==> config.mk <==
export PLATFORM = sky130hd
export DESIGN_NAME = utf8_validate_escape_core
export DESIGN_NICKNAME = d
export VERILOG_FILES = /design/src/rtl/utf8ve_pkg.sv /design/src/rtl/utf8ve_front.sv /design/src/rtl/utf8ve_queue.sv /design/src/rtl/utf8ve_back.sv /design/src/rtl/utf8_validate_escape_core.sv
export SDC_FILE = /design/constraint.sdc
export NUM_CORES = 1
export LEC_CHECK = 0
export ABC_AREA = 1
export ABC_CLOCK_PERIOD_IN_PS = 15550
export BUFFER_PORTS_ARGS = -buffer_cell sky130_fd_sc_hd__buf_4
export CAP_MARGIN = 10
export CORE_MARGIN = 2
export CORE_UTILIZATION = 35
export CTS_CLUSTER_DIAMETER = 200
export CTS_CLUSTER_SIZE = 25
export DETAILED_ROUTE_END_ITERATION = 8
export PLACE_DENSITY = 0.62
export REMOVE_ABC_BUFFERS = 1
export SLEW_MARGIN = 30
export SYNTH_ARGS = -nofsm -noshare
export SYNTH_HDL_FRONTEND = slang
export SYNTH_SLANG_ARGS = --single-unit
==> constraint.sdc <==
create_clock -name clk -period 15.55 [get_ports clk]
set_input_delay 2.3325 -clock clk [delete_from_list [all_inputs] [get_ports clk]]
set_output_delay 2.3325 -clock clk [all_outputs]
set_load 0.005 [all_outputs]
==> src/rtl/utf8ve_pkg.sv <==
// Package for the UTF-8 validate/escape core: item structs, status codes,
// job descriptor passed from the decode front to the emit back, constants.
// No dependencies.
package utf8ve_pkg;

    localparam int POSITION_BITS_DEF = 32;
    localparam int LINE_BITS         = 32;
    localparam int QUEUE_AW          = 2;
    localparam int QUEUE_DEPTH       = 1 << QUEUE_AW;

    localparam logic [2:0] STATUS_OK        = 3'd0;
    localparam logic [2:0] STATUS_BAD_LEAD  = 3'd1;
    localparam logic [2:0] STATUS_BAD_CONT  = 3'd2;
    localparam logic [2:0] STATUS_RANGE     = 3'd3;
    localparam logic [2:0] STATUS_TRUNCATED = 3'd4;

    localparam logic [20:0] CP_2_MIN = 21'h00080;
    localparam logic [20:0] CP_2_MAX = 21'h007FF;
    localparam logic [20:0] CP_3_MIN = 21'h00800;
    localparam logic [20:0] CP_3_MAX = 21'h0FFFF;
    localparam logic [20:0] CP_4_MIN = 21'h10000;
    localparam logic [20:0] CP_4_MAX = 21'h10FFFF;
    localparam logic [20:0] CP_5_DIG = 21'h0FFFF;
    localparam logic [20:0] CP_6_DIG = 21'hFFFFF;

    localparam logic [7:0] CH_NEWLINE   = 8'h0A;
    localparam logic [7:0] CH_BACKSLASH = 8'h5C;
    localparam logic [7:0] CH_UPPER_U   = 8'h55;
    localparam logic [7:0] CH_LOWER_U   = 8'h75;
    localparam logic [7:0] CH_PLUS      = 8'h2B;

    typedef struct packed {
        logic [7:0] data_byte;
        logic       end_of_stream;
    } byte_item_t;

    typedef struct packed {
        logic [7:0]  out_byte;
        logic [2:0]  status;
        logic [31:0] error_offset;
        logic [31:0] error_line;
        logic        run_last;
    } result_item_t;

    typedef enum logic [1:0] {
        JOB_CHAR = 2'd0,
        JOB_ESC  = 2'd1,
        JOB_STAT = 2'd2
    } job_kind_t;

    typedef struct packed {
        job_kind_t   kind;
        logic [7:0]  byte0;
        logic [7:0]  byte1;
        logic [3:0]  ndig;
        logic [20:0] code;
        logic [2:0]  status;
        logic [31:0] offset;
        logic [31:0] line;
    } job_t;

    typedef struct packed {
        logic full;
        logic empty;
    } q_stat_t;

    function automatic logic [7:0] hex_char(input logic [3:0] nib);
        logic [7:0] c;
        if (nib < 4'd10)
        begin
            c = 8'h30 + {4'd0, nib};
        end
        else
        begin
            c = 8'h37 + {4'd0, nib};
        end
        return c;
    endfunction

endpackage

==> src/rtl/utf8ve_front.sv <==
// Decode front: takes stream bytes, tracks sequence phase, position, line
// and error state, and turns each byte into at most one emit job.
// Depends on utf8ve_pkg.
module utf8ve_front #(
    parameter int POSITION_BITS = utf8ve_pkg::POSITION_BITS_DEF
) (
    input  logic                  clk,
    input  logic                  rst_n,
    input  logic                  accept,
    input  utf8ve_pkg::byte_item_t item,
    input  logic                  cfg_we,
    input  logic                  cfg_wdata,
    output logic                  push,
    output utf8ve_pkg::job_t      job
);

    typedef enum logic [6:0] {
        PH_IDLE         = 7'b0000001,
        PH_TWO_LAST     = 7'b0000010,
        PH_THREE_SECOND = 7'b0000100,
        PH_THREE_LAST   = 7'b0001000,
        PH_FOUR_SECOND  = 7'b0010000,
        PH_FOUR_THIRD   = 7'b0100000,
        PH_FOUR_LAST    = 7'b1000000
    } phase_t;

    phase_t                                phase_reg, phase_next;
    logic [14:0]                           partial_reg, partial_next;
    logic [POSITION_BITS-1:0]              pos_reg, pos_next;
    logic [utf8ve_pkg::LINE_BITS-1:0]      line_reg, line_next;
    logic                                  err_reg, err_next;
    logic                                  style_reg;

    logic [7:0]  b;
    logic        cont;
    logic [20:0] v;
    logic [2:0]  err_code;
    logic        range_bad;
    logic        four;

    always_comb
    begin
        b    = item.data_byte;
        cont = (b[7:6] == 2'b10);
        v    = {partial_reg, b[5:0]};
        four = (phase_reg == PH_FOUR_LAST);
        case (phase_reg)
            PH_TWO_LAST:   range_bad = (v < utf8ve_pkg::CP_2_MIN) || (v > utf8ve_pkg::CP_2_MAX);
            PH_THREE_LAST: range_bad = (v < utf8ve_pkg::CP_3_MIN) || (v > utf8ve_pkg::CP_3_MAX);
            PH_FOUR_LAST:  range_bad = (v < utf8ve_pkg::CP_4_MIN) || (v > utf8ve_pkg::CP_4_MAX);
            default:       range_bad = 1'b0;
        endcase
    end

    always_comb
    begin
        phase_next   = phase_reg;
        partial_next = partial_reg;
        pos_next     = pos_reg;
        line_next    = line_reg;
        err_next     = err_reg;
        err_code     = utf8ve_pkg::STATUS_OK;
        push         = 1'b0;
        job          = '0;
        if (accept)
        begin
            if (!err_reg)
            begin
                case (phase_reg)
                    PH_TWO_LAST, PH_THREE_LAST, PH_FOUR_LAST:
                    begin
                        if (!cont)
                        begin
                            err_code = utf8ve_pkg::STATUS_BAD_CONT;
                        end
                        else if (range_bad)
                        begin
                            err_code = utf8ve_pkg::STATUS_RANGE;
                        end
                        else
                        begin
                            push     = 1'b1;
                            job.kind = utf8ve_pkg::JOB_ESC;
                            job.code = v;
                            if (style_reg)
                            begin
                                job.byte0 = utf8ve_pkg::CH_UPPER_U;
                                job.byte1 = utf8ve_pkg::CH_PLUS;
                                if (v > utf8ve_pkg::CP_6_DIG)
                                begin
                                    job.ndig = 4'd6;
                                end
                                else if (v > utf8ve_pkg::CP_5_DIG)
                                begin
                                    job.ndig = 4'd5;
                                end
                                else
                                begin
                                    job.ndig = 4'd4;
                                end
                            end
                            else
                            begin
                                job.byte0 = utf8ve_pkg::CH_BACKSLASH;
                                job.byte1 = four ? utf8ve_pkg::CH_UPPER_U
                                                 : utf8ve_pkg::CH_LOWER_U;
                                job.ndig  = four ? 4'd8 : 4'd4;
                            end
                            phase_next   = PH_IDLE;
                            partial_next = '0;
                        end
                    end
                    PH_THREE_SECOND, PH_FOUR_SECOND, PH_FOUR_THIRD:
                    begin
                        if (!cont)
                        begin
                            err_code = utf8ve_pkg::STATUS_BAD_CONT;
                        end
                        else
                        begin
                            partial_next = {partial_reg[8:0], b[5:0]};
                            case (phase_reg)
                                PH_THREE_SECOND: phase_next = PH_THREE_LAST;
                                PH_FOUR_SECOND:  phase_next = PH_FOUR_THIRD;
                                default:         phase_next = PH_FOUR_LAST;
                            endcase
                        end
                    end
                    default:
                    begin
                        phase_next = PH_IDLE;
                        if (b inside {[8'h00:8'h7F]})
                        begin
                            push      = 1'b1;
                            job.kind  = utf8ve_pkg::JOB_CHAR;
                            job.byte0 = b;
                            if (b == utf8ve_pkg::CH_NEWLINE)
                            begin
                                line_next = line_reg + 1'b1;
                            end
                        end
                        else if (b inside {[8'hC0:8'hDF]})
                        begin
                            partial_next = {10'd0, b[4:0]};
                            phase_next   = PH_TWO_LAST;
                        end
                        else if (b inside {[8'hE0:8'hEF]})
                        begin
                            partial_next = {11'd0, b[3:0]};
                            phase_next   = PH_THREE_SECOND;
                        end
                        else if (b inside {[8'hF0:8'hF7]})
                        begin
                            partial_next = {12'd0, b[2:0]};
                            phase_next   = PH_FOUR_SECOND;
                        end
                        else
                        begin
                            err_code = utf8ve_pkg::STATUS_BAD_LEAD;
                        end
                    end
                endcase
                if (err_code != utf8ve_pkg::STATUS_OK)
                begin
                    push       = 1'b1;
                    job        = '0;
                    job.kind   = utf8ve_pkg::JOB_STAT;
                    job.status = err_code;
                    job.offset = 32'(pos_reg);
                    job.line   = 32'(line_reg);
                    err_next   = 1'b1;
                end
                pos_next = pos_reg + POSITION_BITS'(1);
            end
            if (item.end_of_stream)
            begin
                // truncation: sequence still open at end of stream
                if (!err_next && phase_next != PH_IDLE)
                begin
                    push       = 1'b1;
                    job        = '0;
                    job.kind   = utf8ve_pkg::JOB_STAT;
                    job.status = utf8ve_pkg::STATUS_TRUNCATED;
                    job.offset = 32'(pos_next);
                    job.line   = 32'(line_next);
                end
                phase_next   = PH_IDLE;
                partial_next = '0;
                pos_next     = '0;
                line_next    = utf8ve_pkg::LINE_BITS'(1);
                err_next     = 1'b0;
            end
        end
    end

    always_ff @(posedge clk or negedge rst_n)
    begin
        if (!rst_n)
        begin
            phase_reg   <= PH_IDLE;
            partial_reg <= '0;
            pos_reg     <= '0;
            line_reg    <= utf8ve_pkg::LINE_BITS'(1);
            err_reg     <= 1'b0;
            style_reg   <= 1'b0;
        end
        else
        begin
            phase_reg   <= phase_next;
            partial_reg <= partial_next;
            pos_reg     <= pos_next;
            line_reg    <= line_next;
            err_reg     <= err_next;
            if (cfg_we)
            begin
                style_reg <= cfg_wdata;
            end
        end
    end

endmodule

==> src/rtl/utf8ve_queue.sv <==
// Job queue between decode front and emit back; register storage,
// head visible without a pop. Depends on utf8ve_pkg.
module utf8ve_queue (
    input  logic                 clk,
    input  logic                 rst_n,
    input  logic                 push,
    input  utf8ve_pkg::job_t     push_job,
    input  logic                 pop,
    output utf8ve_pkg::job_t     head,
    output utf8ve_pkg::q_stat_t  stat
);

    localparam int AW = utf8ve_pkg::QUEUE_AW;

    utf8ve_pkg::job_t mem_reg [utf8ve_pkg::QUEUE_DEPTH];
    logic [AW-1:0]    wr_ptr_reg, wr_ptr_next;
    logic [AW-1:0]    rd_ptr_reg, rd_ptr_next;
    logic [AW:0]      count_reg, count_next;
    logic             do_push, do_pop;

    always_comb
    begin
        stat.full   = (count_reg == (AW+1)'(utf8ve_pkg::QUEUE_DEPTH));
        stat.empty  = (count_reg == '0);
        do_push     = push && !stat.full;
        do_pop      = pop && !stat.empty;
        head        = mem_reg[rd_ptr_reg];
        wr_ptr_next = do_push ? wr_ptr_reg + 1'b1 : wr_ptr_reg;
        rd_ptr_next = do_pop ? rd_ptr_reg + 1'b1 : rd_ptr_reg;
        count_next  = count_reg + (AW+1)'(do_push) - (AW+1)'(do_pop);
    end

    always_ff @(posedge clk or negedge rst_n)
    begin
        if (!rst_n)
        begin
            wr_ptr_reg <= '0;
            rd_ptr_reg <= '0;
            count_reg  <= '0;
        end
        else
        begin
            wr_ptr_reg <= wr_ptr_next;
            rd_ptr_reg <= rd_ptr_next;
            count_reg  <= count_next;
        end
    end

    always_ff @(posedge clk)
    begin
        if (do_push)
        begin
            mem_reg[wr_ptr_reg] <= push_job;
        end
    end

endmodule

==> src/rtl/utf8ve_back.sv <==
// Emit back: expands the queue head job into result requests, one per
// cycle unless stalled, into a registered output stage. Depends on utf8ve_pkg.
module utf8ve_back (
    input  logic                     clk,
    input  logic                     rst_n,
    input  utf8ve_pkg::job_t         head,
    input  utf8ve_pkg::q_stat_t      stat,
    output logic                     pop,
    output logic                     result_valid,
    input  logic                     result_ready,
    output utf8ve_pkg::result_item_t result_data
);

    logic                     valid_reg, valid_next;
    utf8ve_pkg::result_item_t res_reg, res_next;
    logic [3:0]               idx_reg, idx_next;
    logic                     advance;
    logic                     last;
    logic [2:0]               nib_sel;
    logic [31:0]              code32;
    logic [3:0]               sel_full;

    always_comb
    begin
        advance  = !valid_reg || result_ready;
        code32   = {11'd0, head.code};
        sel_full = head.ndig + 4'd1 - idx_reg;
        nib_sel  = sel_full[2:0];
        res_next = '0;
        case (head.kind)
            utf8ve_pkg::JOB_CHAR:
            begin
                last              = 1'b1;
                res_next.out_byte = head.byte0;
            end
            utf8ve_pkg::JOB_ESC:
            begin
                last = (idx_reg == head.ndig + 4'd1);
                if (idx_reg == 4'd0)
                begin
                    res_next.out_byte = head.byte0;
                end
                else if (idx_reg == 4'd1)
                begin
                    res_next.out_byte = head.byte1;
                end
                else
                begin
                    res_next.out_byte = utf8ve_pkg::hex_char(code32[{nib_sel, 2'b00} +: 4]);
                end
            end
            default:
            begin
                last                  = 1'b1;
                res_next.status       = head.status;
                res_next.error_offset = head.offset;
                res_next.error_line   = head.line;
            end
        endcase
        res_next.run_last = last;

        pop        = 1'b0;
        idx_next   = idx_reg;
        valid_next = valid_reg;
        if (advance)
        begin
            valid_next = !stat.empty;
            if (!stat.empty)
            begin
                if (last)
                begin
                    pop      = 1'b1;
                    idx_next = '0;
                end
                else
                begin
                    idx_next = idx_reg + 1'b1;
                end
            end
        end
    end

    always_ff @(posedge clk or negedge rst_n)
    begin
        if (!rst_n)
        begin
            valid_reg <= 1'b0;
            idx_reg   <= '0;
        end
        else
        begin
            valid_reg <= valid_next;
            idx_reg   <= idx_next;
        end
    end

    always_ff @(posedge clk)
    begin
        if (advance && !stat.empty)
        begin
            res_reg <= res_next;
        end
    end

    assign result_valid = valid_reg;
    assign result_data  = res_reg;

endmodule

==> src/rtl/utf8_validate_escape_core.sv <==
// Top level of the UTF-8 validate/escape core: decode front, job queue,
// emit back, and checks. Depends on utf8ve_pkg, utf8ve_front,
// utf8ve_queue, utf8ve_back.
//
// Usage:
//  byte_valid/byte_ready/byte_data carry stream bytes with end_of_stream.
//  result_valid/result_ready/result_data carry output characters and
//  status requests; run_last marks the last request caused by a byte.
//  cfg_we/cfg_wdata write escape_style (0: \uXXXX/\UXXXXXXXX, 1: U+XXXX).
//  A byte is decoded in the cycle it is accepted; its first result comes
//  via the queue and output registers. Bytes are taken one per cycle while
//  the four-entry job queue has room. The emitter sends one result per
//  cycle: ASCII and status jobs give one, escapes give 6 to 10, so the
//  sustained rate is set by the emitter, one result request per cycle.
//  When the receiver stalls, the output register holds, the queue fills,
//  and byte_ready drops. Reset empties queue and output, clears the
//  decode state (line count 1) and sets escape_style to 0.
module utf8_validate_escape_core #(
    parameter int POSITION_BITS = utf8ve_pkg::POSITION_BITS_DEF
) (
    input  logic                     clk,
    input  logic                     rst_n,
    input  logic                     byte_valid,
    output logic                     byte_ready,
    input  utf8ve_pkg::byte_item_t   byte_data,
    output logic                     result_valid,
    input  logic                     result_ready,
    output utf8ve_pkg::result_item_t result_data,
    input  logic                     cfg_we,
    input  logic                     cfg_wdata
);

    utf8ve_pkg::job_t    push_job;
    utf8ve_pkg::job_t    head;
    utf8ve_pkg::q_stat_t q_stat;
    logic                push;
    logic                pop;
    logic                accept;

    assign byte_ready = !q_stat.full;
    assign accept     = byte_valid && byte_ready;

    utf8ve_front #(
        .POSITION_BITS(POSITION_BITS)
    ) u_front (
        .clk      (clk),
        .rst_n    (rst_n),
        .accept   (accept),
        .item     (byte_data),
        .cfg_we   (cfg_we),
        .cfg_wdata(cfg_wdata),
        .push     (push),
        .job      (push_job)
    );

    utf8ve_queue u_queue (
        .clk     (clk),
        .rst_n   (rst_n),
        .push    (push),
        .push_job(push_job),
        .pop     (pop),
        .head    (head),
        .stat    (q_stat)
    );

    utf8ve_back u_back (
        .clk         (clk),
        .rst_n       (rst_n),
        .head        (head),
        .stat        (q_stat),
        .pop         (pop),
        .result_valid(result_valid),
        .result_ready(result_ready),
        .result_data (result_data)
    );

    a_status_single: assert property (@(posedge clk) disable iff (!rst_n)
        result_valid && result_data.status != utf8ve_pkg::STATUS_OK
        |-> result_data.run_last && result_data.out_byte == 8'd0)
        else $error("status request not a single zero-byte request");

    a_ok_no_position: assert property (@(posedge clk) disable iff (!rst_n)
        result_valid && result_data.status == utf8ve_pkg::STATUS_OK
        |-> result_data.error_offset == 32'd0 && result_data.error_line == 32'd0)
        else $error("ok request carries position");

    a_no_push_full: assert property (@(posedge clk) disable iff (!rst_n)
        push |-> !q_stat.full)
        else $error("job pushed into full queue");

    a_pop_nonempty: assert property (@(posedge clk) disable iff (!rst_n)
        pop |-> !q_stat.empty)
        else $error("job popped from empty queue");

endmodule

[After elaboration in Yosys (flattened, before gate mapping)]
Memories as Yosys holds them, arrays and structs flattened.
Index checks and enable logic that the tools add are counted.
Operators by class
  reductions and logical operators: 28
  shift-type cells: 1
  mux-type cells: 79
  div/mod/pow operators: 0
  $lt $le $gt $ge: 16
  multipliers: 0
  add/subtract/negate cells: 11
  equality and inequality tests: 18
  bitwise logic cells: 1
Operators by type and width (count)
  two-way mux 110 bit: 5
  two-way mux 32 bit: 7
  two-way mux 15 bit: 9
  adder 32 x 1 -> 32 bit (second input constant): 2
  two-way mux 7 bit: 9
  two-way mux 43 bit: 1
  two-way mux 42 bit: 1
  two-way mux 33 bit: 1
  two-way mux 8 bit: 4
  indexed part select 32 x 6 -> 4 bit: 1
  case mux 15 bit (2 select lines): 1
  case mux 7 bit (2 select lines): 2
  greater-or-equal comparator 8 bit (second input constant): 3
  less-or-equal comparator 8 bit (second input constant): 3
  greater-than comparator 21 x 11 -> 1 bit (second input constant): 1
  greater-than comparator 21 x 16 -> 1 bit (second input constant): 1
  greater-than comparator 21 x 20 -> 1 bit (second input constant): 1
  greater-than comparator 21 bit (second input constant): 1
  less-than comparator 21 x 12 -> 1 bit (second input constant): 1
  less-than comparator 21 x 17 -> 1 bit (second input constant): 1
  less-than comparator 21 x 8 -> 1 bit (second input constant): 1
  two-way mux 1 bit: 21
  case mux 10 bit (2 select lines): 1
  two-way mux 16 bit: 1
  49 further kinds: 75
Word-level totals
  input port bits: 15
  output and inout bits: 78
  bits in writable memories: 440
  ROM bits: 0
  register bits after elaboration: 176
  word-level logic and storage cells: 171
  memories kept: 1
  latch bits: 0
Memories
  u_queue.mem_reg: words 4, bits a word 110, read ports 1, clocked after memory_dff 0, wr ports 1, RTL line utf8ve_queue.sv:15  | utf8ve_pkg::job_t mem_reg [utf8ve_pkg::QUEUE_DEPTH];

[Logic depth before layout (Yosys ltp)]
Gate-level depths: netlist of run 1.
  word-level depth: 21
  gate-level depth with buffers: 25

[By module]
Synthesis of run 1 repeated with hierarchy kept, for this count alone.
Second synthesis, totals
  cell total of the unflattened synthesis: 2931
  area total of the unflattened synthesis: 28640.0 µm²
By module, submodules not included
  utf8ve_queue: cells an instance 1454, seq. area each 13387.8 µm², instances 1, area each 17699.5 µm²
  utf8ve_front: cells an instance 1073, seq. area each 2204.6 µm², instances 1, area each 7021.7 µm²
  utf8ve_back: cells an instance 401, seq. area each 2407.3 µm², instances 1, area each 3905.0 µm²
  utf8_validate_escape_core: cells an instance 3, seq. area each 0.0 µm², instances 1, area each 13.8 µm²

[Least setup slack after synthesis of run 1]
OpenSTA, ideal clock, no wires.
  path type: input to register
  start: input port byte_data[8] (netlist bit)
  end: memory u_queue.mem_reg[0][0] (netlist bit), enable pin
  slack: 7.367 ns
  buffers on the path: 0
  library setup time: 0.570 ns
  stages: 11
  arrival time: 7.613 ns
  cell sequence: nand2_1 a21oi_1 nor2_1 inv_1 o21ai_2 inv_2 nand2_2 nand2_2 nand3_1 nand3_2 nor2_1
On the way
  longest elaborated chain between the ends: 21
Ends and longest elaborated chain
  start, declared: RTL line utf8_validate_escape_core.sv:25  | input utf8ve_pkg::byte_item_t byte_data,
  greater-or-equal comparator 8 bit or less-or-equal comparator 8 bit (tied branches): RTL line utf8ve_front.sv:152  | else if (b inside {[8'hF0:8'hF7]})
  logical AND 1 bit: RTL line utf8ve_front.sv:152
  two-way mux 1 bit: RTL line utf8ve_front.sv:152
  two-way mux 1 bit: RTL line utf8ve_front.sv:147  | else if (b inside {[8'hE0:8'hEF]})
  two-way mux 3 bit: RTL line utf8ve_front.sv:142  | else if (b inside {[8'hC0:8'hDF]})
  two-way mux 3 bit: RTL line utf8ve_front.sv:132  | if (b inside {[8'h00:8'h7F]})
  case mux 3 bit (2 select lines): RTL line utf8ve_front.sv:69  | case (phase_reg)
  two-way mux 3 bit: RTL line utf8ve_front.sv:67  | if (!err_reg)
  [5 not listed]
  zero test 1 bit: RTL line utf8ve_front.sv:178  | if (!err_next && phase_next != PH_IDLE)
  logical AND 1 bit: RTL line utf8ve_front.sv:178
  two-way mux 1 bit: RTL line utf8ve_front.sv:178
  two-way mux 1 bit *: RTL line utf8ve_front.sv:175  | if (item.end_of_stream)
  two-way mux 1 bit *: RTL line utf8ve_front.sv:65  | if (accept)
  logical AND 1 bit *: RTL line utf8ve_queue.sv:25  | do_push = push && !stat.full;
  two-way mux 1 bit *: RTL line utf8ve_queue.sv:51  | if (do_push)
  two-way mux 1 bit (not written as such) *: RTL line utf8ve_queue.sv:53  | mem_reg[wr_ptr_reg] <= push_job;
  end, declared: RTL line utf8ve_queue.sv:15
Every way passes the cells marked *; elsewhere a longest branch is shown, timed or not. The select of a mux whose other input is x is not followed.

[Worst setup path in the final report of run 1]
  start: input port byte_data[8] (netlist bit)
  end: memory u_queue.mem_reg[0][83] (netlist bit), enable pin
The elaborated chain is that of the path after synthesis.

==> summary.md, run 1 <==
| Metric | Value |
|---|---|
| Util after Layout | 0.384 |
| Most instantiated flip-flop cell in the synthesis netlist | sky130_fd_sc_hd__edfxtp_1 |
| Final std cell area, no fill | 29,200 sq um |
| Worst reg2reg startpoint | u_queue.rd_ptr_reg[0]$_DFFE_PN0P_ |
| R2R setup slack | between 10,000 and 15,000 ps |
| Final slew viol count | 0 |
| Worst slew margin | 0.328 |
| Cell area after placement | roughly 28,000 sq um |
| Initial cell density of the core | 0.353 |
| Clk Latency, worst-skew pair | around 600 ps |
| Category of the worst setup path launch point | primary input |
| Crit Reg-Reg Endpoint | u_back.result_data[72]$_DFFE_PP_ |
| Number of synthesized flops with an enable pin | between 400 and 500 |
| Depth of the worst hold-timing path | 2 |
| Final setup viols | 0 |
| Via count | around 18,000 |
| Number of cells produced by synthesis | roughly 2,500 |
| Time the final worst path needs with I/O delays and setup | approximately 5200 ps |
| Sink of the worst hold path | u_front.partial_reg[9]$_DFFE_PN0P_ |
| CTS tree | done |
| Top post-synthesis cells by area | sky130_fd_sc_hd__edfxtp_1 56%, sky130_fd_sc_hd__dfrtp_1 9.2%, sky130_fd_sc_hd__nand2_1 5.7%, sky130_fd_sc_hd__o21ai_0 4.5%, sky130_fd_sc_hd__nor2_1 4.4% |
| Total Negative Setup Slacks | 0 ps |
| Count of pins on the block boundary | a little over 90 |
| Initial antenna violation count | 0 |
| Clock slew at reported path FFs | roughly 100 ps |
| Worst EP required | between 15,000 and 20,000 ps |
| Most frequently used cell type in the post-synthesis netlist | sky130_fd_sc_hd__edfxtp_1 |
| Total Die Area | around 80,000 sq um |
| Worst Max-Slew Pin Slew | approximately 1000 ps |
| Ratio of total power to cell area | 175 nW/um^2 |
| Wire per inst | 17.9 um |
| Cell accounting for the most synthesized area | sky130_fd_sc_hd__edfxtp_1 |
| Number of nets in the layout | roughly 2,500 |
| Setup clock skew after layout | between 10 and 15 ps |
| Setup repair after global routing missed its margin | false |
| Total clock sinks | 596 |
| Vias per std cell | about 5 |
| Clock root cell | sky130_fd_sc_hd__clkbuf_16 |
| DRT antenna net count | 0 |
| Max_cap viols | 0 |
| Overall routed net length | 62.8 mm |
| First-pass GRT wire length | 97.0 mm |
| Critical path data arrival time | roughly 5400 ps |
| Critical Path Sink Type | flip-flop |
| Setup Buffers After CTS | 0 |
| Final Hold Violating Endpoints | 0 |
| # DRC | 0 |
| Number of synthesis warnings | 0 |
| Top-area cell type share of the netlist area | 0.556 |
| Average size of a mapped cell | between 10 and 15 sq um |
| Global placement routability congestion | between 0.8 and 0.9 |
| Result of the run | finished, final reports clean |
| Floorplan die height | around 280 um |
| Synthesis-to-finish area growth | 8.84% |
| Tcrit/Tclk final | 0.335 |
| Number of DRC markers in iteration 0 | between 1,000 and 1,500 |
| Hold path start | u_front.partial_reg[3]$_DFFE_PN0P_ |
| Horiz. Die Dim | 281 um |
| Total inserted antenna cells | 0 |
| Pin count of the biggest net entering global routing | just under 100 |
| Max reg flops | 420 |
| Standard-cell row count | a little over 100 |
| Synth Cell Area | around 27,000 sq um |
| Share of final-layout standard cells stronger than drive strength 1 | 0.106 |
| Synth cell count leaders | 496 x sky130_fd_sc_hd__edfxtp_1, 409 x sky130_fd_sc_hd__nand2_1, 316 x sky130_fd_sc_hd__nor2_1, 240 x sky130_fd_sc_hd__o21ai_0, 239 x sky130_fd_sc_hd__inv_1 |
| Overall power of the completed layout | slightly above 5 mW |
| Post-detail-place hpwl | slightly below 40 mm |
| Critical Setup Path Class | primary input to flip-flop |
| Worst ir drop on vdd | about 0.086 mV |
| Leakage power total | roughly 11 nW |
| Area of the multi-input gates | 7870 sq um |
| FFs w/ async S/R, synth | 0.168 |
| Post-synthesis sequential area ratio | 0.650 |
| Combined global-route utilization of all metal layers | 0.157 |
| Worst reg2reg path depth | 20 |
| Post-synthesis cell type count | 49 |
| Grt ovf | 0 |
| Number of gates given a new drive strength after cts | 0 |
| Critical path peak fanout | 60 |
| Number of H-tree branching levels | 1 |
| Min-delay worst type | flip-flop to flip-flop |
| TritonRoute pass-1 iters | 5 |
| Vias in the first global route | 17,100 |
| Tightest hold margin | ~520 ps |
| Worst-case clock buffer depth | 3 |
| Achievable clock frequency | about 0.19 GHz |
| Area of the core | about 76,000 sq um |
| Number of hold buffers added after cts | 0 |
| Storage element area | between 15,000 and 20,000 sq um |
| Fill cells | around 7,300 |
| Input/output buffers | roughly 90 |
| Num CTS Buffers | 27 |
| FF+latch count, synth | ~600 |
-- cell families after synthesis --
| kind of cell | share of synthesized area |
|---|---|
| and+or+nand+nor | 0.175 |
| AOI/OAI and AO/OA | 0.0876 |
| other | 0.000140 |
| buffers and inverters | 0.0591 |
| DFF | 0.650 |
| adders and majority gates | 0.00850 |
| xor gates and xnor gates | 0.0203 |
-- layer usage --
| layer | GRT usage | vias up | routed length, um |
|---|---|---|---|
| met5 | 0 | - | 0 |
| met4 | 0.0490 | 0 | 1670 |
| met3 | 0.0187 | 91 | 2950 |
| met2 | 0.269 | 423 | 30500 |
| met1 | 0.207 | 8576 | 27700 |
| li1 | - | 8514 | - |
-- how the worst max path moves through the flow --
stage                                      start                           endpoint  slack, ps  depth (start not counted)
2_1_floorplan  u_queue.rd_ptr_reg[0]$_DFFE_PN0P_     u_queue.count_reg[2]$_DFF_PN0_       6600                         13
3_3_place_gp                        byte_data[8]  u_queue.mem_reg[3][101]$_DFFE_PP_       9770                         11
3_5_place_dp                        byte_data[8]   u_queue.mem_reg[0][88]$_DFFE_PP_       9750                         11
4_1_cts                             byte_data[8]   u_queue.mem_reg[0][83]$_DFFE_PP_      10380                         11
5_1_grt                             byte_data[8]   u_queue.mem_reg[0][73]$_DFFE_PP_      10110                         11
6_report                            byte_data[8]   u_queue.mem_reg[0][83]$_DFFE_PP_      10340                         11
-- critical path, cell delays in order --
cell and delay, ps:
sky130_fd_sc_hd__buf_4 120, sky130_fd_sc_hd__inv_2 40, sky130_fd_sc_hd__nor2_2 360, sky130_fd_sc_hd__nand4_1 230, sky130_fd_sc_hd__nand2_1 150, sky130_fd_sc_hd__nand3_1 90
sky130_fd_sc_hd__nand3_1 120, sky130_fd_sc_hd__nand3_2 240, sky130_fd_sc_hd__nor2_4 140, sky130_fd_sc_hd__buf_4 640, sky130_fd_sc_hd__buf_4 880
-- report_power, final --
| part | switching, mW | total, mW | internal, mW |
|---|---|---|---|
| combinational | 1.39 | 1.99 | 0.602 |
| sequential | 0.135 | 2.28 | 2.14 |
| clock | 0.478 | 0.827 | 0.349 |
| total | 2.00 | 5.10 | 3.10 |
-- cell type report --
type	instances	area share
Clock inverter	1	0.00103
Clock buffer	48	0.0259
Sequential cell	596	0.597
Timing Repair Buffer	115	0.0300
Inverter	259	0.0341
Multi-Input combinational cell	1508	0.270
Tap cell	978	0.0420
-- layout by cell type (no fill, tap or decap), types with 2 or more instances in the layout --
cell,synthesis,routed
sky130_fd_sc_hd__dfrtp_4,0,2
sky130_fd_sc_hd__o211ai_1,4,4
sky130_fd_sc_hd__o22ai_1,132,132
sky130_fd_sc_hd__xor2_1,60,60
sky130_fd_sc_hd__nand2_4,3,3
sky130_fd_sc_hd__and3_1,2,2
sky130_fd_sc_hd__nor3_1,35,35
sky130_fd_sc_hd__xnor2_1,2,2
sky130_fd_sc_hd__nand2_1,409,409
sky130_fd_sc_hd__ha_1,15,15
sky130_fd_sc_hd__nand2_2,11,11
sky130_fd_sc_hd__a32o_1,7,7
sky130_fd_sc_hd__nand3_1,112,112
sky130_fd_sc_hd__nand3_2,3,3
sky130_fd_sc_hd__fa_1,2,2
sky130_fd_sc_hd__nor2_2,6,6
sky130_fd_sc_hd__a21oi_1,25,25
sky130_fd_sc_hd__clkbuf_16,0,27
sky130_fd_sc_hd__dfstp_2,2,2
sky130_fd_sc_hd__and2_1,2,2
sky130_fd_sc_hd__o32ai_1,3,3
sky130_fd_sc_hd__buf_6,0,3
sky130_fd_sc_hd__nand4_1,22,22
sky130_fd_sc_hd__clkinv_1,3,3
sky130_fd_sc_hd__nor4_1,12,12
sky130_fd_sc_hd__o2111ai_1,2,2
sky130_fd_sc_hd__buf_4,8,112
sky130_fd_sc_hd__inv_1,239,238
sky130_fd_sc_hd__clkbuf_1,68,21
sky130_fd_sc_hd__nor2_1,316,311
sky130_fd_sc_hd__o21ai_0,240,240
sky130_fd_sc_hd__nor2_4,63,68
sky130_fd_sc_hd__dfrtp_1,98,96
sky130_fd_sc_hd__conb_1,1,4
sky130_fd_sc_hd__a31oi_1,2,2
sky130_fd_sc_hd__or2_2,5,5
sky130_fd_sc_hd__inv_2,15,14
sky130_fd_sc_hd__edfxtp_1,496,496
-- through the flow --
step / setup slack (ps) / cells
floorplan: 6600 / 2363
global placement: 9770 / 3456
detailed placement: 9750 / 3456
CTS: 10380 / 3505
global route: 10110 / 3505
finish: 10340 / 3505
Power figures use the tool's default switching activity.
==> run 2, diff against run 1 <==
Settings changed: ABC_CLOCK_PERIOD_IN_PS 15550 to 4600, PLACE_DENSITY 0.62 to 0.64.
Clock period 15.55 ns to 4.6 ns, I/O delays scaled along.
==> run 2 against run 1 <==
- combinational power rose to 3.5 times the previous value
- critical path depth rose by 11
- sequential cell count did not move
- largest power group unchanged
- highest routed layer unchanged
==> summary.md, run 2 (synthesis gave the netlist of run 1 again) <==
| Metric | Value |
|---|---|
| Result of the run | finished, final reports clean (unchanged) |
| Setup repair after global routing missed its margin | false (unchanged) |
| Global placement routability congestion | 0.863 (was 0.836) |
| Area of the core | 75,800 sq um (unchanged) |
| Critical path data arrival time | 4080 ps (was 5430 ps) |
| Post-detail-place hpwl | 38.1 mm (was 38.5 mm) |
| Number of hold buffers added after cts | 0 (unchanged) |
| Time the final worst path needs with I/O delays and setup | 3740 ps |
| Via count | 17,400 (was 17,600) |
| # DRC | 0 (unchanged) |
| Worst ir drop on vdd | 0.400 mV (was 0.0861 mV) |
| Count of placed standard cells including taps | 3,467 (was 3,456) |
| Standard-cell row count | 101 (unchanged) |
| Category of the worst setup path launch point | flip-flop (was primary input) |
| Floorplan die height | 281 um (unchanged) |
| Number of DRC markers in iteration 0 | 1,337 (was 1,164) |
| Critical path peak fanout | 42 (was 60) |
| Critical Path Sink Type | flip-flop (unchanged) |
| Fill cells | 7,330 (was 7,340) |
| Setup clock skew after layout | 25.4 ps (was 14.5 ps) |
| Commonest cells after routing, fill and taps aside | 496 x sky130_fd_sc_hd__edfxtp_1, 409 x sky130_fd_sc_hd__nand2_1, 311 x sky130_fd_sc_hd__nor2_1 (unchanged) |
| CTS tree | done (unchanged) |
| Total Die Area | 78,800 sq um (unchanged) |
| Leakage power total | 10.8 nW (was 10.7 nW) |
| Final cell count without fillers | 3,518 (was 3,505) |
| Grt ovf | 0 (unchanged) |
| Setup Buffers After CTS | 0 (unchanged) |
| Initial cell density of the core | 0.353 (unchanged) |
| Initial antenna violation count | 1 (was 0) |
| DRT antenna net count | 0 (unchanged) |
| Number of gates given a new drive strength after cts | 0 (unchanged) |
| Cell area after placement | 28,600 sq um (was 28,400 sq um) |
| Overall routed net length | 61.1 mm (was 62.8 mm) |
| Wire per inst | 17.4 um (was 17.9 um) |
| Combined global-route utilization of all metal layers | 0.154 (was 0.157) |
| Clock root cell | sky130_fd_sc_hd__clkbuf_16 (unchanged) |
| Final std cell area, no fill | 29,400 sq um (was 29,200 sq um) |
| Pin count of the biggest net entering global routing | 170 (was 98) |
| Horiz. Die Dim | 281 um (unchanged) |
| Number of H-tree branching levels | 1 (unchanged) |
| Clk Latency, worst-skew pair | 610 ps (was 600 ps) |
| Number of nets in the layout | 2,550 (was 2,539) |
| Vias in the first global route | 16,800 (was 17,100) |
| Min-delay worst type | primary input to asynchronous set/reset pin (was flip-flop to flip-flop) |
| Achievable clock frequency | 0.268 GHz |
| Final Hold Violating Endpoints | 0 (unchanged) |
| Worst slew margin | 0.402 (was 0.328) |
| Final setup viols | 0 (unchanged) |
| First-pass GRT wire length | 96.4 mm (was 97.0 mm) |
| Clock slew at reported path FFs | 100 ps (about the same) |
| Commonest non-fill, non-tap cell in the layout | sky130_fd_sc_hd__edfxtp_1 (unchanged) |
| Worst Max-Slew Pin Slew | 896 ps (was 1010 ps) |
| Synthesis-to-finish area growth | 9.65% (was 8.84%) |
| Input/output buffers | 92 (unchanged) |
| TritonRoute pass-1 iters | 5 (unchanged) |
| Critical Setup Path Class | flip-flop to flip-flop (was primary input to flip-flop) |
| Max_cap viols | 0 (unchanged) |
| Tcrit/Tclk final | 0.812 |
| Max reg flops | 420 (unchanged) |
| Num CTS Buffers | 27 (unchanged) |
| Total clock sinks | 596 (unchanged) |
| Final slew viol count | 0 (unchanged) |
| Share of final-layout standard cells stronger than drive strength 1 | 0.110 (was 0.106) |
| Worst-case clock buffer depth | 3 (unchanged) |
| Count of pins on the block boundary | 93 (unchanged) |
| Worst EP required | 4940 ps (was 15,770 ps) |
| Ratio of total power to cell area | 587 nW/um^2 (was 175 nW/um^2) |
| Vias per std cell | 4.95 (was 5.02) |
==> run 2: stage by stage <==
| step | TNS, ps | utilization | total power, mW | hold WS (ps) | setup slack, ps |
|---|---|---|---|---|---|
| after floorplan | -1394580 | - | 12.1 | 394 | -4350 |
| after global placement | 0 | 0.377 | 14.6 | 499 | 988 |
| after detailed placement | 0 | 0.377 | 14.7 | 505 | 902 |
| after CTS | 0 | 0.387 | 17.4 | 104 | 874 |
| after global routing | 0 | 0.387 | 18.5 | 126 | 443 |
| final | 0 | 0.387 | 17.3 | 107 | 863 |
==> run 2: worst max-delay path, stage by stage (launching register included) <==
cell and delay, ps:
sky130_fd_sc_hd__dfrtp_4 540, sky130_fd_sc_hd__inv_6 260, sky130_fd_sc_hd__nor2_1 80, sky130_fd_sc_hd__o22ai_1 300
sky130_fd_sc_hd__ha_1 230, sky130_fd_sc_hd__inv_1 60, sky130_fd_sc_hd__fa_1 520, sky130_fd_sc_hd__inv_1 90
sky130_fd_sc_hd__nor2_1 240, sky130_fd_sc_hd__nand2_1 100, sky130_fd_sc_hd__nand2_1 60, sky130_fd_sc_hd__inv_1 30
sky130_fd_sc_hd__nand2_1 50, sky130_fd_sc_hd__nand2_1 50, sky130_fd_sc_hd__nand2_1 100, sky130_fd_sc_hd__inv_1 70
sky130_fd_sc_hd__ha_1 190, sky130_fd_sc_hd__nand2_1 70, sky130_fd_sc_hd__nand4_1 150, sky130_fd_sc_hd__nand2_1 100
sky130_fd_sc_hd__nand2_1 50, sky130_fd_sc_hd__nand3_1 70, sky130_fd_sc_hd__o21ai_0 90
==> run 2: final timing paths <==
path,startpoint,to,slack (ps),cells past startpoint
min reg2reg,u_front.partial_reg[3]$_DFFE_PN0P_,u_front.partial_reg[9]$_DFFE_PN0P_,520,2
min,rst_n,u_front.partial_reg[1]$_DFFE_PN0P_,110,1
max,u_queue.rd_ptr_reg[0]$_DFFE_PN0P_,u_back.result_data[72]$_DFFE_PP_,860,22
max reg2reg,u_queue.rd_ptr_reg[0]$_DFFE_PN0P_,u_back.result_data[72]$_DFFE_PP_,860,22
max in group asynchronous,rst_n,u_front.pos_reg[22]$_DFFE_PN0P_,3470,2
min in group clk,result_ready,u_back.result_valid$_DFFE_PN0N_,260,2
==> run 2: final cells by class <==
class                      count  area, sq um  share of cell area
inverter                     259          991              0.0337
clock buffer                  49          779              0.0265
antenna                        1         2.50           0.0000852
clock inverter                 1         8.76            0.000298
sequential                   596        17400               0.593
multi-input combinational   1508         7870               0.268
timing repair buffer         126         1090              0.0370
tap                          978         1220              0.0417
==> run 2: where the power goes <==
| group | leakage, nW | switching [mW] | internal, mW |
|---|---|---|---|
| Clock | 0.374 | 1.62 | 1.16 |
| Sequential | 6.00 | 0.351 | 7.24 |
| Combinational | 4.46 | 4.75 | 2.13 |
==> run 2: per-layer routing <==
| layer | global-route usage | vias to the layer above | wire length [um] |
|---|---|---|---|
| li1 | - | 8519 | - |
| met1 | 0.220 | 8465 | 28500 |
| met2 | 0.251 | 377 | 28800 |
| met3 | 0.0201 | 52 | 2910 |
| met4 | 0.0298 | 0 | 944 |
| met5 | 0 | - | 0 |
